--- src/hdl/hwpl_pkg.sv ---
// Shared types for the Huffman tree weighted path length unit.
// Holds the controller state encoding and the command and status bundles.
package hwpl_pkg;

  typedef enum logic [5:0] {
    ST_LOAD  = 6'b000001,
    ST_SCAN  = 6'b000010,
    ST_DRAIN = 6'b000100,
    ST_NEW   = 6'b001000,
    ST_WA    = 6'b010000,
    ST_WB    = 6'b100000
  } state_t;

  // Commands from the controller to the datapath.
  typedef struct packed {
    logic load;      // an input transaction is taken this cycle
    logic scan_rd;   // issue one node table read
    logic wr_new;    // write the merged node
    logic wr_a;      // mark the smaller child as parented
    logic wr_b;      // mark the second child as parented
    logic out_load;  // move the result into the output register
  } cmd_t;

  // Status from the datapath to the controller.
  typedef struct packed {
    logic few_leaves;  // fewer than two leaves will be stored
    logic last_rd;     // the read issued now is the last of the scan
    logic build_done;  // the merge being finished is the final one
    logic out_free;    // the output register can take a result
  } sts_t;

endpackage

--- src/hdl/hwpl_ctrl.sv ---
// Controller state machine for the Huffman tree weighted path length unit.
// Depends on hwpl_pkg for the state, command and status types.
module hwpl_ctrl (
  input  logic          clk,
  input  logic          rst_n,
  input  logic          in_valid,
  input  logic          in_last,
  input  hwpl_pkg::sts_t sts,
  output logic          in_ready,
  output hwpl_pkg::cmd_t cmd
);

  hwpl_pkg::state_t state_r, state_nxt;
  logic out_pend_r, out_pend_nxt;

  always_comb begin
    state_nxt    = state_r;
    out_pend_nxt = out_pend_r;
    cmd          = '0;
    in_ready     = 1'b0;
    unique case (state_r)
      hwpl_pkg::ST_LOAD: begin
        // While a finished result waits for its slot, hold new input.
        if (out_pend_r) begin
          if (sts.out_free) begin
            cmd.out_load = 1'b1;
            out_pend_nxt = 1'b0;
          end
        end else begin
          in_ready = 1'b1;
          if (in_valid) begin
            cmd.load = 1'b1;
            if (in_last) begin
              if (sts.few_leaves) begin
                out_pend_nxt = 1'b1;
              end else begin
                state_nxt = hwpl_pkg::ST_SCAN;
              end
            end
          end
        end
      end
      hwpl_pkg::ST_SCAN: begin
        cmd.scan_rd = 1'b1;
        if (sts.last_rd) begin
          state_nxt = hwpl_pkg::ST_DRAIN;
        end
      end
      hwpl_pkg::ST_DRAIN: state_nxt = hwpl_pkg::ST_NEW;
      hwpl_pkg::ST_NEW: begin
        cmd.wr_new = 1'b1;
        state_nxt  = hwpl_pkg::ST_WA;
      end
      hwpl_pkg::ST_WA: begin
        cmd.wr_a  = 1'b1;
        state_nxt = hwpl_pkg::ST_WB;
      end
      hwpl_pkg::ST_WB: begin
        cmd.wr_b = 1'b1;
        if (sts.build_done) begin
          state_nxt    = hwpl_pkg::ST_LOAD;
          out_pend_nxt = 1'b1;
        end else begin
          state_nxt = hwpl_pkg::ST_SCAN;
        end
      end
      default: state_nxt = hwpl_pkg::ST_LOAD;
    endcase
  end

  always_ff @(posedge clk) begin
    if (!rst_n) begin
      state_r    <= hwpl_pkg::ST_LOAD;
      out_pend_r <= 1'b0;
    end else begin
      state_r    <= state_nxt;
      out_pend_r <= out_pend_nxt;
    end
  end

endmodule

--- config.mk ---
export PLATFORM = sky130hd
export DESIGN_NAME = hwpl_ctrl
export DESIGN_NICKNAME = d
export VERILOG_FILES = /design/src/hdl/hwpl_pkg.sv /design/src/hdl/hwpl_ctrl.sv
export SDC_FILE = /design/constraint.sdc
export NUM_CORES = 1
export LEC_CHECK = 0
export BUFFER_PORTS_ARGS = -buffer_cell sky130_fd_sc_hd__buf_4
export CAP_MARGIN = 20
export CORE_AREA = 2 2 39 41
export CTS_CLUSTER_SIZE = 10
export DETAILED_ROUTE_END_ITERATION = 6
export DIE_AREA = 0 0 41 43
export GPL_TIMING_DRIVEN = 0
export PLACE_DENSITY_LB_ADDON = 0.1
export SLEW_MARGIN = 20
export SYNTH_ARGS = -nofsm -noshare
export SYNTH_HDL_FRONTEND = slang
export SYNTH_SLANG_ARGS = --single-unit
export TNS_END_PERCENT = 50
--- constraint.sdc ---
create_clock -name clk -period 1.9 [get_ports clk]
set_clock_uncertainty 0.1 [all_clocks]
set_input_delay 0.38 -clock clk [delete_from_list [all_inputs] [get_ports clk]]
set_output_delay 0.38 -clock clk [all_outputs]
set_load 0.01 [all_outputs]
==> results.json <==
{
  "status": "finished, violations left",
  "violations": "negative setup slack",
  "synth_top_area_share": 0.3246,
  "gp_congestion": 0.6877,
  "pwr-share-seq": 0.258,
  "syn2layout_area_growth_pct": 62.03,
  "vias": 460,
  "core_sq_um": 1384,
  "setup_tns_ns": -1.402,
  "grt_overflow": 0,
  "drt-initial-drc-count": 5,
  "drc": 0,
  "report.final.slew_viol_count": 0,
  "ys_seq_area_frac": 0.3246,
  "pin_count": 15,
  "arrival_ns": 1.75,
  "hold_buffers": 0,
  "track_usage": 0.1528,
  "period_needed_ns": 2.234,
  "cts_tree": "yes",
  "worstPathCellList": "or4_4, or2_4, nor3b_4, buf_6",
  "final_cell_mix": "20 x buf_4, 4 x inv_1, 4 x dfxtp_1",
  "min_period_over_period": 1.176,
  "grt_max_degree": 8,
  "asyncSetResetFlopFracSynth": 0,
  "power.switching_uw": 313.9,
  "cts_buffers": 3,
  "instances_no_fill": 89,
  "hold_viol": 0,
  "p_per_area_nw_per_um2": 1218,
  "top_usage_layer": "met2",
  "drv_cap": 0,
  "htreeDepth": 1,
  "synth_edf_count": 0,
  "clk_latency_ns": 0.26,
  "synthTopCellsByArea": "dfxtp_1 32%, nor3b_1 7.0%, or4_1 5.2%, inv_1 3.5%, nor2_1 3.5%",
  "antenna_left": 0,
  "cp_slowest_cell": "or4_4",
  "fin_util": 0.5054,
  "wl_per_cell_microns": 13.18,
  "root_buffer": "clkbuf_4",
  "crit_type": "reg2out",
  "syn-num-nets": 57,
  "rows": 14,
  "port_buffers": 14,
  "synth_top_flop_cell": "dfxtp_1",
  "dp.cells": 79,
  "worstPathRequired_ns": 1.42,
  "die-height_microns": 43,
  "rsz0062_at_grt": "true",
  "start_util": 0.3119,
  "worstMarginPinSlew_ns": 0.6847,
  "die_area_sq_um": 1763,
  "syn_area_sq_um": 431.7,
  "start_kind": "flop",
  "setup_ws_ns": -0.3341,
  "switching_share": 0.3685,
  "path_clk_slew_ns": 0.05,
  "vias_per_cell": 5.169,
  "ir_drop_mv": 0.5964,
  "avgSynthCellArea_sq_um": 8.809,
  "end_kind": "output pin",
  "ys_warn_count": 0,
  "cp-startpoint": "state_r[3]$_SDFFE_PN0P_",
  "power_frac_comb": 0.578,
  "final_nets": 82,
  "synth_top_cell_by_area": "dfxtp_1",
  "hold_path_class": "in2reg",
  "grt_use_met1": 0.1774,
  "max_stage_delay_ns": 0.53,
  "setup_viol": 6,
  "synthDistinctLibCells": 29,
  "grt_first_pass_wirelength_microns": 1745,
  "synth_seq_cells": 7,
  "p_leak_nw": 0.2910,
  "min_from": "rst_n",
  "cp_max_fo": 5,
  "path_buf_inv": 1,
  "final_common_cell": "buf_4",
  "critical_path.top_delay_family": "simple AND/OR/NAND/NOR gates",
  "fmax_mhz": 447.6,
  "routed_wl_microns": 1173,
  "p_int_uw": 537.9,
  "first_global_vias": 405,
  "maxSlewHeadroom": 0.5373,
  "die_x_microns": 41,
  "first_pass_iters": 2,
  "antenna_cells": 0,
  "p_clk_frac": 0.164,
  "clock-sinks": 7,
  "place_hpwl_microns": 792.9,
  "synthCells": 49,
  "layout-drive-gt1-share": 0.5616,
  "grt_use_met3": 0.09948,
  "antenna_found_initial": 0,
  "clock_path_buffers": 2,
  "use_met2": 0.2250,
  "r2r_start": "state_r[3]$_SDFFE_PN0P_"
}
==> timing repair <==
item	4_1_cts	5_1_grt
buffers inserted	6	1
gates cloned	0	0
gates resized for setup	8	6
pin swaps	3	2
setup endpoints to repair	7	11
==> power groups by stage <==
stage                     Sequential (mW)  Combinational [mW]  Clock, mW
after detailed placement            0.221               0.369          0
after floorplan                     0.210               0.270          0
after global placement              0.222               0.370          0
final                               0.220               0.492      0.140
after CTS                           0.216               0.491      0.144
after global routing                0.226               0.528      0.161
==> stage by stage <==
stage               hold WS, ns  power (mW)  worst slack, ns  area (sq um)
global placement         0.3840      0.5924          -0.1435         576.8
detailed placement       0.3763      0.5902          -0.1406         576.8
global route             0.2848      0.9146          -0.4072         699.4
finish                   0.2802      0.8518          -0.3341         699.4
CTS                      0.2783      0.8509          -0.3759         683.2
floorplan                0.3524      0.4799         -0.01390         451.7
==> per-layer routing <==
layer | wire length, microns | vias to the layer above
li1 | - | 237
met1 | 499 | 209
met2 | 579 | 12
met3 | 85 | 2
met4 | 10 | 0
met5 | 0 | -
==> logic make-up (layout without fill, tap and decap cells) <==
group	count (synthesis)	count (layout)	synth area share
flip-flops	7	7	0.3246
AND/OR/NAND/NOR	25	25	0.3913
buffers and inverters	6	30	0.06375
XOR/XNOR	1	1	0.02029
adder cells (fa/ha/maj)	1	1	0.02609
AO/OA/AOI/OAI	9	9	0.1739
==> flip-flops by register name (all words and copies together) (netlist names) <==
| register | count |
|---|---|
| out_pend_r | 1 |
| state_r | 6 |
==> layout make-up <==
cell class / count / area, sq um
repair buffers: 21 / 165.2
plain buffers: 1 / 7.507
well taps: 16 / 20.02
clock buffers: 4 / 26.28
multi-input cells: 36 / 316.6
fillers: 142 / 684.4
flip-flops and latches: 7 / 148.9
inverters: 4 / 15.01
==> path summary, 6_finish.rpt <==
check,endpoint,slack (ns),cells after the start
setup / recovery,cmd[5],-0.33,4
hold / removal,state_r[5]$_SDFFE_PN0P_,0.28,2
setup reg to reg,state_r[0]$_SDFFE_PN1P_,0.03,4
hold reg to reg,state_r[3]$_SDFFE_PN0P_,0.40,1
==> worst register-to-register path, stage by stage (launching register included) <==
cell	delay [ns]
dfxtp_4	0.35
buf_4	0.13
or4_4	0.55
maj3_2	0.32
a311o_1	0.31
==> cells in the mapped netlist, types with 2 or more instances <==
cell     n
o31ai_1  2
nor3b_1  4
or4_1    3
nor3_1   2
nor2_1   4
or2b_1   2
inv_1    4
dfxtp_1  7
Note: power is estimated with default switching activity, not from simulation.
